File: src/rtl/b64e_pkg.sv
package b64e_pkg;

  localparam int unsigned JOB_CHARS = 4;

  // Position of a byte inside its three-byte group.
  localparam logic [1:0] PHASE_0 = 2'd0;
  localparam logic [1:0] PHASE_1 = 2'd1;
  localparam logic [1:0] PHASE_2 = 2'd2;

  localparam logic [6:0] PAD_CHAR   = 7'h3D;  // '='
  localparam logic [6:0] PLUS_CHAR  = 7'h2B;  // '+'
  localparam logic [6:0] SLASH_CHAR = 7'h2F;  // '/'
  localparam logic [6:0] UPPER_BASE = 7'h41;  // 'A'
  localparam logic [6:0] LOWER_BASE = 7'h47;  // 'a' minus 26
  localparam logic [6:0] DIGIT_BASE = 7'h7C;  // '0' minus 52, modulo 128

  // One classified byte: up to four characters, the index of the last
  // one, and whether that last character ends the message.
  typedef struct packed {
    logic [JOB_CHARS-1:0][6:0] chars;
    logic [1:0]                last_idx;
    logic                      fin;
  } job_t;

  function automatic logic [6:0] b64_char(input logic [5:0] v);
    logic [6:0] r;
    if (v < 6'd26) begin
      r = UPPER_BASE + {1'b0, v};
    end else if (v < 6'd52) begin
      r = LOWER_BASE + {1'b0, v};
    end else if (v < 6'd62) begin
      r = DIGIT_BASE + {1'b0, v};
    end else if (v == 6'd62) begin
      r = PLUS_CHAR;
    end else begin
      r = SLASH_CHAR;
    end
    return r;
  endfunction

endpackage

File: src/rtl/b64e_front.sv
module b64e_front (
  input  logic          clk,
  input  logic          rst_n,
  input  logic          in_valid,
  output logic          in_ready,
  input  logic [7:0]    in_data_byte,
  input  logic          in_final_byte,
  output logic          push,
  output b64e_pkg::job_t push_job,
  input  logic          q_full
);
  import b64e_pkg::*;

  logic [1:0] phase_r, phase_nxt;
  logic [3:0] left_r, left_nxt;
  logic       take;
  job_t       job;

  assign in_ready = !q_full;
  assign take     = in_valid && in_ready;
  assign push     = take;
  assign push_job = job;

  always_comb begin
    job          = '0;
    job.chars[2] = PAD_CHAR;
    job.chars[3] = PAD_CHAR;
    phase_nxt    = phase_r;
    left_nxt     = left_r;
    unique case (phase_r)
      PHASE_1: begin
        job.chars[0] = b64_char({left_r[1:0], in_data_byte[7:4]});
        job.chars[1] = b64_char({in_data_byte[3:0], 2'b00});
        job.last_idx = in_final_byte ? 2'd2 : 2'd0;
        job.fin      = in_final_byte;
        phase_nxt    = PHASE_2;
        left_nxt     = in_data_byte[3:0];
      end
      PHASE_2: begin
        job.chars[0] = b64_char({left_r, in_data_byte[7:6]});
        job.chars[1] = b64_char(in_data_byte[5:0]);
        job.last_idx = 2'd1;
        job.fin      = in_final_byte;
        phase_nxt    = PHASE_0;
        left_nxt     = 4'd0;
      end
      default: begin
        job.chars[0] = b64_char(in_data_byte[7:2]);
        job.chars[1] = b64_char({in_data_byte[1:0], 4'b0000});
        job.last_idx = in_final_byte ? 2'd3 : 2'd0;
        job.fin      = in_final_byte;
        phase_nxt    = PHASE_1;
        left_nxt     = {2'b00, in_data_byte[1:0]};
      end
    endcase
    if (in_final_byte) begin
      phase_nxt = PHASE_0;
      left_nxt  = 4'd0;
    end
  end

  always_ff @(posedge clk) begin
    if (!rst_n) begin
      phase_r <= PHASE_0;
      left_r  <= 4'd0;
    end else if (take) begin
      phase_r <= phase_nxt;
      left_r  <= left_nxt;
    end
  end

`ifndef NO_ASSERTIONS
  a_phase_range: assert property (@(posedge clk) disable iff (!rst_n)
    phase_r == PHASE_0 || phase_r == PHASE_1 || phase_r == PHASE_2)
    else $error("group phase out of range");
  a_left_phase0: assert property (@(posedge clk) disable iff (!rst_n)
    phase_r == PHASE_0 |-> left_r == 4'd0)
    else $error("held bits at group start");
  a_final_restart: assert property (@(posedge clk) disable iff (!rst_n)
    take && in_final_byte |=> phase_r == PHASE_0)
    else $error("group did not restart after last byte");
`endif

endmodule

File: src/rtl/b64e_fifo.sv
module b64e_fifo (
  input  logic           clk,
  input  logic           rst_n,
  input  logic           push,
  input  b64e_pkg::job_t push_job,
  output logic           full,
  input  logic           pop,
  output logic           head_valid,
  output b64e_pkg::job_t head_job
);
  import b64e_pkg::*;

  job_t       mem_r [2];
  logic       wr_r, rd_r;
  logic [1:0] count_r, count_nxt;

  assign full       = count_r == 2'd2;
  assign head_valid = count_r != 2'd0;
  assign head_job   = mem_r[rd_r];

  always_comb begin
    count_nxt = count_r;
    if (push && !pop) begin
      count_nxt = count_r + 2'd1;
    end else if (pop && !push) begin
      count_nxt = count_r - 2'd1;
    end
  end

  always_ff @(posedge clk) begin
    if (push) begin
      mem_r[wr_r] <= push_job;
    end
  end

  always_ff @(posedge clk) begin
    if (!rst_n) begin
      wr_r    <= 1'b0;
      rd_r    <= 1'b0;
      count_r <= 2'd0;
    end else begin
      if (push) begin
        wr_r <= !wr_r;
      end
      if (pop) begin
        rd_r <= !rd_r;
      end
      count_r <= count_nxt;
    end
  end

`ifndef NO_ASSERTIONS
  a_count_max: assert property (@(posedge clk) disable iff (!rst_n)
    count_r != 2'd3)
    else $error("queue count overflow");
  a_no_pop_empty: assert property (@(posedge clk) disable iff (!rst_n)
    pop |-> head_valid)
    else $error("pop from empty queue");
  a_ptr_count: assert property (@(posedge clk) disable iff (!rst_n)
    (count_r == 2'd1) == (wr_r != rd_r))
    else $error("queue pointers disagree with count");
`endif

endmodule

File: src/rtl/b64e_back.sv
module b64e_back (
  input  logic           clk,
  input  logic           rst_n,
  input  logic           head_valid,
  input  b64e_pkg::job_t head_job,
  output logic           pop,
  output logic           out_valid,
  input  logic           out_ready,
  output logic [6:0]     out_char,
  output logic           out_final_char
);
  import b64e_pkg::*;

  job_t       cur_r;
  logic       busy_r;
  logic [1:0] idx_r;
  logic       oval_r;
  logic [6:0] ochar_r;
  logic       ofin_r;
  logic       advance;
  logic       job_done;

  assign advance  = busy_r && (!oval_r || out_ready);
  assign job_done = idx_r == cur_r.last_idx;
  assign pop      = head_valid && (!busy_r || (advance && job_done));

  assign out_valid      = oval_r;
  assign out_char       = ochar_r;
  assign out_final_char = ofin_r;

  always_ff @(posedge clk) begin
    if (pop) begin
      cur_r <= head_job;
    end
    if (advance) begin
      ochar_r <= cur_r.chars[idx_r];
      ofin_r  <= cur_r.fin && job_done;
    end
  end

  always_ff @(posedge clk) begin
    if (!rst_n) begin
      busy_r <= 1'b0;
      idx_r  <= 2'd0;
      oval_r <= 1'b0;
    end else begin
      if (pop) begin
        busy_r <= 1'b1;
        idx_r  <= 2'd0;
      end else if (advance && job_done) begin
        busy_r <= 1'b0;
      end else if (advance) begin
        idx_r <= idx_r + 2'd1;
      end
      if (advance) begin
        oval_r <= 1'b1;
      end else if (out_ready) begin
        oval_r <= 1'b0;
      end
    end
  end

`ifndef NO_ASSERTIONS
  a_idx_bound: assert property (@(posedge clk) disable iff (!rst_n)
    busy_r |-> idx_r <= cur_r.last_idx)
    else $error("character index past end of job");
  a_mid_job: assert property (@(posedge clk) disable iff (!rst_n)
    advance && !job_done |=> busy_r && idx_r == $past(idx_r) + 2'd1)
    else $error("job left before its last character");
  a_fin_last: assert property (@(posedge clk) disable iff (!rst_n)
    advance && !job_done |=> !ofin_r)
    else $error("final flag on inner character");
`endif

endmodule

File: src/rtl/base64_stream_encoder_top.sv
// Channel   Direction  Handshake            Payload
// in_       input      in_valid/in_ready    in_data_byte[7:0], in_final_byte
// out_      output     out_valid/out_ready  out_char[6:0], out_final_char
//
// Each byte is classified into one to four characters in the cycle it is
// transferred. The back end sends one character per cycle while out_ready
// is high and a job is queued, so the single-character output channel
// sets the throughput. The input accepts a byte whenever the two-entry
// queue has room. Reset (rst_n low, synchronous) empties the queue and the
// output register and starts a new three-byte group. A stalled output fills
// the queue, then drops in_ready.
module base64_stream_encoder_top (
  input  logic       clk,
  input  logic       rst_n,
  input  logic       in_valid,
  output logic       in_ready,
  input  logic [7:0] in_data_byte,
  input  logic       in_final_byte,
  output logic       out_valid,
  input  logic       out_ready,
  output logic [6:0] out_char,
  output logic       out_final_char
);
  import b64e_pkg::*;

  // Front end: tracks the group phase and held bits, and turns each
  // transferred byte into a job holding all of its characters.
  logic push;
  job_t push_job;
  logic q_full;

  // Back end side of the queue.
  logic pop;
  logic head_valid;
  job_t head_job;

  b64e_front u_front (
    .clk           (clk),
    .rst_n         (rst_n),
    .in_valid      (in_valid),
    .in_ready      (in_ready),
    .in_data_byte  (in_data_byte),
    .in_final_byte (in_final_byte),
    .push          (push),
    .push_job      (push_job),
    .q_full        (q_full)
  );

  // The queue decouples byte intake from character output.
  b64e_fifo u_fifo (
    .clk        (clk),
    .rst_n      (rst_n),
    .push       (push),
    .push_job   (push_job),
    .full       (q_full),
    .pop        (pop),
    .head_valid (head_valid),
    .head_job   (head_job)
  );

  // Back end: walks through a job one character at a time into a
  // registered output stage.
  b64e_back u_back (
    .clk            (clk),
    .rst_n          (rst_n),
    .head_valid     (head_valid),
    .head_job       (head_job),
    .pop            (pop),
    .out_valid      (out_valid),
    .out_ready      (out_ready),
    .out_char       (out_char),
    .out_final_char (out_final_char)
  );

endmodule
File: config.mk
export PLATFORM = sky130hd
export DESIGN_NAME = base64_stream_encoder_top
export DESIGN_NICKNAME = d
export VERILOG_FILES = /design/src/rtl/b64e_pkg.sv /design/src/rtl/b64e_front.sv /design/src/rtl/b64e_fifo.sv /design/src/rtl/b64e_back.sv /design/src/rtl/base64_stream_encoder_top.sv
export SDC_FILE = /design/constraint.sdc
export NUM_CORES = 1
export LEC_CHECK = 0
export BUFFER_PORTS_ARGS = -buffer_cell sky130_fd_sc_hd__buf_2
export CORE_UTILIZATION = 29
export CTS_CLUSTER_SIZE = 14
export DETAILED_ROUTE_END_ITERATION = 12
export SLEW_MARGIN = 10
export SYNTH_ARGS = -nofsm -noshare
export SYNTH_HDL_FRONTEND = slang
export SYNTH_SLANG_ARGS = --single-unit
File: constraint.sdc
create_clock -name clk -period 6.7 [get_ports clk]
set_input_delay 0.67 -clock clk [delete_from_list [all_inputs] [get_ports clk]]
set_output_delay 0.67 -clock clk [all_outputs]
set_load 0.005 [all_outputs]
* Word-level counts from Yosys, hierarchy flattened
Memories as Yosys holds them, arrays and structs flattened. A register that Yosys moved wholly into a read port is not among the register bits.
Index checks and enable logic that the tools add are counted.
** Word-level totals
- Memory bits (writable) :: 34
- Word-level logic and storage cells :: 124
- Flip-flop bits (word level) :: 36
- Memories :: 1
** Memory list
- u_fifo.mem_r :: words 2, width 17, rd ports 1, clocked after memory_dff 1, wr ports 1, line b64e_fifo.sv:13 : job_t mem_r [2];
** Cells by class
- Reduce and logical (&&, ||, !) cells :: 22
- Magnitude comparators :: 19
- Add/sub/neg operators :: 21
- Muxes and demuxes :: 39
- Bitwise operators :: 2
- Equality and inequality tests :: 8
** Operators with widths (count)
- $mux W7 :: 19
- $add A7 B6 Y7 const A :: 18
- $lt A6 B6 Y1 const B :: 12
- $lt A6 B5 Y1 const B :: 6
- $pmux W17 S2 :: 1
- $eq A6 B6 Y1 const B :: 4
- $bmux W7 S2 :: 1
- $mux W3 :: 4
- $mux W2 :: 5
- $pmux W4 S2 :: 1
- $reduce_bool A2 Y1 :: 4
- $logic_and A1 B1 Y1 :: 7
- $logic_not A1 Y1 :: 7
- $mux W1 :: 6
- $add A2 B1 Y2 const B :: 2
- $eq A2 B2 Y1 const B :: 2
- $mux W4 :: 1
- $pmux W2 S2 :: 1
- $lt A2 B3 Y1 const B :: 1
- $eq A2 B1 Y1 const B :: 1
- $eq A2 B2 Y1 :: 1
- $logic_or A1 B1 Y1 :: 2
- $not A1 Y1 :: 2
- $reduce_and A2 Y1 :: 1
- other kinds (2) :: 2

* Depth between registers and ports, before layout
Gate-level depths: netlist of run 1.
- Depth in word-level cells :: 9
- Gate-level depth with buffers :: 13
- Depth with buffers taken out :: 11

* Hierarchy
From an unflattened synthesis of run 1, not the netlist that was laid out.
** Second synthesis, totals
- Cells, all modules :: 546
- Area, all modules :: 6523.8 µm²
** Modules (own cells, without submodules)
- b64e_fifo :: area an instance 2447.3 µm², instances 1, cells an instance 118
- b64e_front :: area an instance 2441.1 µm², instances 1, cells an instance 358
- b64e_back :: area an instance 1635.3 µm², instances 1, cells an instance 70

* Least setup slack after synthesis of run 1
OpenSTA, ideal clock, no wires.
- Kind :: input port to flip-flop
- Start point :: in in_data_byte[0]
- End point :: mem u_fifo.mem_r[0][14] (netlist name) (data pin)
- Arrival :: 2.817 ns
- Stages :: 12
- Required time :: 6.437 ns
- Buffers on the path :: 2
- Library setup time :: 0.263 ns
- Setup slack :: 3.620 ns
- Path through :: clkbuf_1 inv_1 ha_1 nand2b_1 buf_2 xnor2_1 ha_1 or3_1 a21oi_2 xnor2_1 nor2_1 a211o_1
** RTL lines
- start, declared :: line base64_stream_encoder_top.sv:17 : input logic [7:0] in_data_byte,
- end, declared :: line b64e_fifo.sv:13

==> results of run 1 <==
-- registers in the layout, indices dropped and copies added, names as in the netlist, 2 cells and up --
| signal | flops |
|---|---|
| u_fifo.count_r | 2 |
| u_front.left_r | 4 |
| u_back.idx_r | 2 |
| u_back.cur_r | 17 |
| u_fifo.mem_r | 34 |
| u_front.phase_r | 2 |
| u_back.out_char | 7 |
-- metrics by stage --
stage          hold slack (ps)  instances  instance area (µm²)  utilization (%)
3_5_place_dp               481        668                 4900             31.8
2_1_floorplan              451        463                 4660                -
3_3_place_gp               463        668                 4900             31.8
6_report                   484        684                 5230             33.9
4_1_cts                    494        684                 5230             33.9
5_1_grt                    515        684                 5230             33.9
-- metal layers --
| layer | track usage, % | vias up | share of wire [%] |
|---|---|---|---|
| li1 | - | 1736 | - |
| met1 | 17.7 | 1743 | 47 |
| met2 | 22.2 | 92 | 47 |
| met3 | 2.25 | 10 | 4.7 |
| met4 | 3.88 | 0 | 1.1 |
| met5 | 0 | - | 0 |
-- layout by cell type, fill, tap and decap left out, drive strengths merged, types with 17 or more instances in the layout --
cell type / count
inv: 22
o21ai: 26
nor2: 26
nor2b: 22
a21oi: 29
mux2: 17
buf: 23
edfxtp: 59
ha: 27
nand2: 36
-- logic make-up (layout without fill, tap and decap cells) --
logic type	Yosys count	count (layout)	share of synthesized area (%)
XOR/XNOR	18	18	3.38
AO/OA/AOI/OAI	137	137	20.6
AND/OR/NAND/NOR	135	135	14.6
adder cells (fa/ha/maj)	27	27	7.24
flip-flops	73	73	44.0
multiplexers	22	22	5.18
buffers and inverters	51	61	4.96
-- worst max-delay path, delay by kind of cell (launching register included) --
| kind | cells | cell delay (ps) |
|---|---|---|
| compound gates | 6 | 1580 |
| fa+ha+maj | 1 | 280 |
| buf+inv | 1 | 270 |
| flops | 1 | 620 |
-- where the power goes --
group | leakage, µW | switching, µW | internal [µW]
combinational | 0.00107 | 241 | 188
clock | 0.000151 | 175 | 336
sequential | 0.000662 | 67.0 | 662
-- how the worst max path moves through the flow --
stage | from | slack, ps | to | depth (start not counted)
2_1_floorplan | in_data_byte[0] | 3620 | u_fifo.mem_r[0][14] | 12
3_3_place_gp | in_data_byte[7] | 3500 | u_fifo.mem_r[0][3] | 8
3_5_place_dp | in_data_byte[6] | 3440 | u_fifo.mem_r[0][3] | 9
4_1_cts | u_front.left_r[0] | 3740 | u_fifo.mem_r[1][8] | 8
5_1_grt | u_front.left_r[0] | 3410 | u_fifo.mem_r[1][8] | 8
6_report | u_front.left_r[0] | 3690 | u_fifo.mem_r[1][8] | 8
-- area by class of cell --
cell class                 instances  area [µm²]  share of cell area, %
inverter                          22        82.6                   1.58
clock buffer                      10         239                   4.57
timing repair buffer              23         118                   2.25
sequential                        73        2050                   39.2
tap                              211         264                   5.05
multi-input combinational        339        2380                   45.6
clock inverter                     6        91.3                   1.75
==> flow_metrics.tcl, run 1 <==
set metrics [dict create \
    grt_antenna_before_repair 0 \
    final_min_period_over_clock_period_pct 45.0 \
    maxSlewViolCount 0 \
    worstHoldPathCells 1 \
    arrival_ps 3080 \
    netlist.area_leader.share_pct 38.0 \
    grt_pass1_wl_mm 17.4 \
    mappedNetlistArea_um2 4660 \
    rrSetupSlack_ps 3690 \
    r2r_cells 8 \
    layout.filler_cells 1597 \
    slew_headroom_pct 35.2 \
    via_per_inst 5.24 \
    vdd_ir_drop_max_mv 0.133 \
    start_kind "register" \
    ys_warn_count 0 \
    cts.clk_slew.worst_paths_ps 60 \
    final_critical_path_setup_slack_ps 3690 \
    synth_edf_count 59 \
    clock_skew_ps 5.09 \
    synth_top_flop_cell "edfxtp_1" \
    grt_max_degree 27 \
    critical_path.max_stage_delay_ps 620 \
    hold_violations 0 \
    timing.fmax_mhz 332 \
    worst-slew-pin-transition_ps 972 \
    p_total_uw 1670 \
    average_routed_wire_per_standard_cell_um 15.7 \
    max-clock-path-buffers 2 \
    num_rows 45 \
    number_of_antenna_violating_nets_in_the_routed_design 0 \
    cts_htree_levels 3 \
    timing.critical_path.slowest_stage_cell "dfxtp_1" \
    cts_setup_buffers 0 \
    placement.io_buffers 22 \
    crit_path_end_kind "register" \
    tritoncts_num_sinks 73 \
    cts_buf_count 9 \
    cp_data_required_time_ps 6770 \
    worst_reg2reg_startpoint "u_front.left_r[0]" \
    final_sum_of_negative_setup_slack_ps 0 \
    post_synth_most_frequent_cells "edfxtp_1 (59), nand2_1 (35), ha_1 (27), a21oi_1 (26), nor2_1 (26)" \
    sequence_of_cells_on_the_critical_path "inv_1 > ha_1 > a21o_1 > a21oi_1 > o21ai_0 > o311ai_0 > o22ai_1 > o21a_1" \
    post_synth_main_area_contributors "edfxtp_1 (38%), ha_1 (7.2%), dfxtp_1 (6.0%)" \
    floorplan.initialDensity_pct 30.2 \
    async_reset_ff_share_pct 0 \
    globalRoute.totalOverflow 0 \
    grt_setup_unrepaired "no" \
    antenna_cells_inserted 0 \
    flow.area_growth_from_synthesis_pct 12.1 \
    synthesized_nets 503 \
    first_global_vias 3386 \
    design.portCount 23 \
    initialDrtViolationCount 310 \
    clk_root_buffer_cell "clkbuf_16" \
    pre_cts_ws_ps 3440 \
    timing.hold.worst.start "u_back.busy_r" \
    tritoncts "yes" \
    place_congestion 0.893 \
    yosys_register_bits 73 \
    drv_cap 0 \
    synthDistinctLibCells 59 \
    run_status "finished clean" \
    worstReg2RegEnd "u_fifo.mem_r[1][8]" \
    critPathKind "register to register" \
    num-nets-final 508 \
    min_delay_worst_endpoint "u_back.out_valid" \
    power_per_cell_area_nw_per_um2 319 \
    drt_pre_antenna_iters 5 \
    fp.dieArea_um2 16600 \
    post-synth-top-area-cell "edfxtp_1" \
    core_region_area_um2 15400 \
    floorplan.die.height_um 129 \
    post_cts_resized 0 \
    die-width_um 129 \
    avgSynthCellArea_um2 10.1 \
    worst-path-max-fanout 12 \
    synth_most_common_cell "edfxtp_1" \
    synthesis.instances 463 \
    postCtsHoldBufs 0 \
    timing.hold.worst.class "register to register" \
    setup_viol 0 \
    post-dp-hpwl_mm 7.58 \
    insertion_delay_ps 320 \
    global_route.usage.total_pct 13.3 \
    total_leakage_power_uw 0.00188 \
    drcViolationCount 0 \
    detail_route.wirelength_mm 10.7 \
    vias 3581 \
    fin_crit_ps 3010 \
    synth-seq-area-share_pct 44.0 \
    drive_gt1_share_pct 13.5 \
]
Power figures use the tool's default switching activity.
==> run 2, diff against run 1 <==
--- a/config.mk
+++ b/config.mk
@@ -5,6 +5,7 @@
 export SDC_FILE = /design/constraint.sdc
 export NUM_CORES = 1
 export LEC_CHECK = 0
+export ABC_AREA = 1
 export BUFFER_PORTS_ARGS = -buffer_cell sky130_fd_sc_hd__buf_2
 export CORE_UTILIZATION = 29
 export CTS_CLUSTER_SIZE = 14
==> constraint.sdc (replaced) <==
create_clock -name clk -period 3.11 [get_ports clk]
set_input_delay 0.311 -clock clk [delete_from_list [all_inputs] [get_ports clk]]
set_output_delay 0.311 -clock clk [all_outputs]
set_load 0.005 [all_outputs]
==> flow_metrics.tcl, run 2 <==
set metrics [dict create \
    yosys_register_bits 73 \
    detail_route.wirelength_mm 10.7 \
    flow.area_growth_from_synthesis_pct 12.2 \
    synth_edf_count 59 \
    clock_skew_ps 4.31 \
    dr.max_layer_used "met4" \
    mappedNetlistArea_um2 4780 \
    regMostFlops "u_fifo.mem_r" \
    grt_antenna_before_repair 0 \
    design.portCount 23 \
    total_leakage_power_uw 0.00227 \
    tritoncts_num_sinks 73 \
    post_synth_most_frequent_cells "nand2_1 (183), edfxtp_1 (59), inv_1 (46), nand3_1 (43), a21oi_1 (40)" \
    detail_route.wirelength.met1_mm 5.16 \
    worst-slew-pin-transition_ps 667 \
    globalRoute.totalOverflow 0 \
    maxSlewViolCount 0 \
    die-width_um 130 \
    synth_most_common_cell "nand2_1" \
    drive_gt1_share_pct 12.7 \
    critPathKind "register to register" \
    insertion_delay_ps 320 \
    grt_pass1_wl_mm 18.1 \
    cts.clk_slew.worst_paths_ps 60 \
    max-clock-path-buffers 2 \
    cp_data_required_time_ps 3170 \
    vias 3843 \
    timing.critical_path.slowest_stage_cell "dfxtp_1" \
    post-dp-hpwl_mm 8.01 \
    detailroute.wirelength.met3_um 418 \
    start_kind "register" \
    place_congestion 0.895 \
    critical_path.max_stage_delay_ps 530 \
    timing.fmax_mhz 449 \
    setup_viol 0 \
    final_min_period_over_clock_period_pct 71.6 \
    post-place-cells 820 \
    run_status "finished clean" \
    layout.cells.most_common "nand2_1" \
    avgSynthCellArea_um2 8.03 \
    ys_warn_count 0 \
    via_per_inst 4.60 \
    clk_root_buffer_cell "clkbuf_16" \
    cts_htree_levels 3 \
    timing.hold.worst.class "primary input to register" \
    synthesis.instances 595 \
    grt_setup_unrepaired "no" \
    arrival_ps 2290 \
    post_cts_resized 0 \
    vdd_ir_drop_max_mv 0.283 \
    placement.io_buffers 22 \
    largest_register_ffs 34 \
    worst-path-max-fanout 8 \
    num-nets-final 655 \
    power_per_cell_area_nw_per_um2 699 \
    layoutNonFillerInstCount 836 \
    initialDrtViolationCount 223 \
    slew_headroom_pct 55.2 \
    synthDistinctLibCells 36 \
    drv_cap 0 \
    most-common-layout-cells "nand2_1 (183), edfxtp_1 (59), inv_1 (46), nand3_1 (43), a21oi_1 (40)" \
    netlist.area_leader.share_pct 37.1 \
    grt_max_degree 20 \
    post_synth_main_area_contributors "edfxtp_1 (37%), nand2_1 (14%), ha_1 (7.1%)" \
    post-synth-top-area-cell "edfxtp_1" \
    fp.dieArea_um2 17000 \
    floorplan.initialDensity_pct 29.9 \
    number_of_antenna_violating_nets_in_the_routed_design 0 \
    global_route.usage.total_pct 13.6 \
    area_after_detailed_placement_um2 5060 \
    final_sum_of_negative_setup_slack_ps 0 \
    synthesized_nets 635 \
    first_global_vias 3614 \
    cts_setup_buffers 0 \
    drt_pre_antenna_iters 5 \
    synth_top_flop_cell "edfxtp_1" \
    num_rows 46 \
    core_region_area_um2 16000 \
    synth-seq-area-share_pct 43.0 \
    detailroute.wirelength.met2_mm 5.00 \
    hold_violations 0 \
    tritoncts "yes" \
    average_routed_wire_per_standard_cell_um 12.8 \
    antenna_cells_inserted 0 \
    sequence_of_cells_on_the_critical_path "ha_1 > inv_2 > nor2_8 > o21ai_0 > o21ai_0 > o22ai_1 > nand2_1 > nand2_1" \
    floorplan.die.height_um 130 \
    drcViolationCount 0 \
    fin_crit_ps 2230 \
    final_design_area_no_fill_um2 5360 \
    async_reset_ff_share_pct 0 \
    postCtsHoldBufs 0 \
    cts_buf_count 9 \
    crit_path_end_kind "register" \
]
==> run 2: metrics by stage <==
step,utilization (%),total power (µW),setup slack [ps],hold slack (ps)
3_5_place_dp,31.7,2790,692,477
4_1_cts,33.5,3790,962,263
5_1_grt,33.5,4040,750,279
2_1_floorplan,-,2470,1050,410
6_report,33.5,3750,884,279
3_3_place_gp,31.7,2790,749,474
==> run 2: final cells by class <==
cell class                 instances  area (µm²)
clock buffer                       9         225
clock inverter                     7        71.3
fill                            1731       10600
inverter                          64         245
multi-input combinational        440        2350
sequential                        73        2050
tap                              216         270
timing repair buffer              27         148
==> run 2: critical path, delay by kind of cell (launching register included) <==
family | cells | cell delay [ps]
AO/OA/AOI/OAI | 3 | 540
adder cells (fa/ha/maj) | 1 | 400
AND/OR/NAND/NOR | 3 | 350
buffers and inverters | 1 | 130
flip-flops | 1 | 530
==> run 2: metal layers <==
metal / vias to the layer above / global-route usage [%]
met3: 9 / 2.62
met2: 96 / 22.7
met5: - / 0
met1: 1720 / 17.8
li1: 2018 / -
met4: 0 / 3.92
==> run 2: cells by family after synthesis <==
logic type,count (synthesis),synth area share [%]
fa+ha+maj,27,7.07
xor+xnor,22,4.03
simple gates,291,26.2
compound gates,100,11.9
buf+inv,82,7.86
flops,73,43.0
==> run 2: final timing paths <==
path	from	to	slack (ps)	depth (start not counted)
max	u_front.left_r[1]	u_fifo.mem_r[1][4]	880	8
min	out_ready	u_back.out_valid	280	4
max reg2reg	u_front.left_r[1]	u_fifo.mem_r[1][4]	880	8
min reg2reg	u_back.busy_r	u_back.out_valid	480	2
==> run 2: power by group <==
part	internal [µW]	leakage [µW]	total [µW]	switching (µW)
sequential	1490	0.000671	1600	105
clock	617	0.000137	985	367
combinational	376	0.00147	1170	793
total	2490	0.00227	3750	1260
==> run 3, diff against run 2 <==
==> constraint.sdc (replaced) <==
create_clock -name clk -period 1.8 [get_ports clk]
set_input_delay 0.18 -clock clk [delete_from_list [all_inputs] [get_ports clk]]
set_output_delay 0.18 -clock clk [all_outputs]
set_load 0.005 [all_outputs]
==> flow_metrics.tcl, run 3 (same netlist as run 2, synthesis figures left out) <==
set metrics [dict create \
    gr-usage-met1_pct 19.6 \
    hold_violations 0 \
    num_rows 46 \
    floorplan.initialDensity_pct 29.9 \
    post-place-cells 883 \
    cp_data_required_time_ps 1850 \
    fin_crit_ps 1690 \
    total_leakage_power_uw 0.00261 \
    flow.area_growth_from_synthesis_pct 25.1 \
    start_kind "register" \
    globalRoute.totalOverflow 0 \
    timing.hold.worst.class "primary input to register" \
    slew_headroom_pct 66.5 \
    postCtsHoldBufs 0 \
    place_congestion 0.895 \
    vdd_ir_drop_max_mv 0.509 \
    layout.cells.most_common "nand2_1" \
    drv_cap 0 \
    drt_pre_antenna_iters 4 \
    first_global_vias 3886 \
    largest_register_ffs 34 \
    cts_htree_levels 3 \
    antenna_cells_inserted 0 \
    number_of_antenna_violating_nets_in_the_routed_design 0 \
    grt_pass1_wl_mm 19.0 \
    final.hold.worst_slack_ps 106 \
    average_routed_wire_per_standard_cell_um 12.2 \
    final_min_period_over_clock_period_pct 93.8 \
    core_region_area_um2 16000 \
    worst-path-max-fanout 10 \
    regMostFlops "u_fifo.mem_r" \
    sequence_of_cells_on_the_critical_path "inv_1 > ha_1 > buf_4 > nor3_1 > o21ai_0" \
    grt_antenna_before_repair 0 \
    drive_gt1_share_pct 24.5 \
    setup_viol 0 \
    final_critical_path_setup_slack_ps 112 \
    area_after_detailed_placement_um2 5570 \
    timing.critical_path.slowest_stage_cell "ha_1" \
    via_per_inst 4.47 \
    critical_path.max_stage_delay_ps 390 \
    grt_max_degree 19 \
    cts_buf_count 9 \
    num-nets-final 722 \
    grt.met3_usage_pct 1.76 \
    die-width_um 130 \
    cts.clk_slew.worst_paths_ps 60 \
    clock_skew_ps 7.28 \
    placement.io_buffers 22 \
    layoutNonFillerInstCount 903 \
    timing.fmax_mhz 593 \
    insertion_delay_ps 320 \
    grt_setup_unrepaired "no" \
    grt.busiest_layer "met2" \
    crit_path_end_kind "register" \
    design.portCount 23 \
    tritoncts_num_sinks 73 \
    clk_root_buffer_cell "clkbuf_16" \
    initialDrtViolationCount 266 \
    postLayoutCoreUtil_pct 37.3 \
    fraction_of_met2_tracks_used_by_global_routing_pct 23.0 \
    arrival_ps 1740 \
    detail_route.wirelength_mm 11.0 \
    floorplan.die.height_um 130 \
    pre_cts_ws_ps -53.1 \
    most-common-layout-cells "nand2_1 (178), buf_4 (70), edfxtp_1 (59), nand3_1 (43), inv_1 (42)" \
    run_status "finished clean" \
    maxSlewViolCount 0 \
    critPathKind "register to register" \
    final_design_area_no_fill_um2 5980 \
    fp.dieArea_um2 17000 \
    worst-slew-pin-transition_ps 499 \
    drcViolationCount 0 \
    global_route.usage.total_pct 14.3 \
    max-clock-path-buffers 2 \
    vias 4034 \
    post-dp-hpwl_mm 8.57 \
    tritoncts "yes" \
    power_per_cell_area_nw_per_um2 1140 \
]
-- run 3: changes by cell type in the layout (fill, tap and decap cells not counted), moves of 4 or more --
cell	delta
inv_1	-4
ha_1	-6
buf_4	+65
nand2_1	-5
nand2_2	+4
nor2_1	-4
o21ai_0	-4
-- run 3: final cells by class --
class	count	area, µm²
Clock buffer	9	225
Clock inverter	7	68.8
Fill cell	1691	10000
Inverter	64	253
Multi-Input combinational cell	441	2450
Sequential cell	73	2060
Tap cell	216	270
Timing Repair Buffer	93	656
-- run 3: routing by layer --
metal	vias to the layer above	share of wire, %
met5	-	0
met4	0	0.47
met3	4	2.7
met2	70	47
met1	1803	50
li1	2157	-
-- run 3: worst max-delay path, delay by kind of cell (launching register included) --
kind                       cells  cell delay [ps]
AOI/OAI and AO/OA              1              130
adders and majority gates      1              390
buffers and inverters          2              290
DFF                            1              360
and+or+nand+nor                1              240
-- run 3: where the power goes --
| group | total [µW] | switching, µW | leakage, µW | internal, µW |
|---|---|---|---|---|
| Clock | 1710 | 640 | 0.000143 | 1070 |
| Combinational | 2390 | 1480 | 0.00179 | 907 |
| Sequential | 2740 | 161 | 0.000672 | 2580 |
| Total | 6840 | 2290 | 0.00261 | 4550 |
-- run 3: what timing repair did --
action                                  4_1_cts  5_1_grt
endpoints found under the setup margin        1       36
endpoints found under the hold margin         0        0
cloned                                        0        1
buffers inserted                              1        2
resized for setup                             3       25
pin swaps                                     2        4
-- run 3: worst paths after layout --
path | start | endpoint | slack, ps | depth (start not counted)
worst max-delay path | u_front.phase_r[0] | u_fifo.mem_r[1][10] | 110 | 5
worst min-delay path | in_final_byte | u_fifo.mem_r[1][0] | 110 | 1
worst max register to register | u_front.phase_r[0] | u_fifo.mem_r[1][10] | 110 | 5
worst min register to register | u_back.busy_r | u_back.out_valid | 490 | 2
-- run 3: stage by stage --
step / TNS (ps) / power (µW)
5_1_grt: 0 / 7360
6_report: 0 / 6840
3_5_place_dp: -220 / 5040
2_1_floorplan: 0 / 4280
3_3_place_gp: -179 / 5020
4_1_cts: 0 / 6840
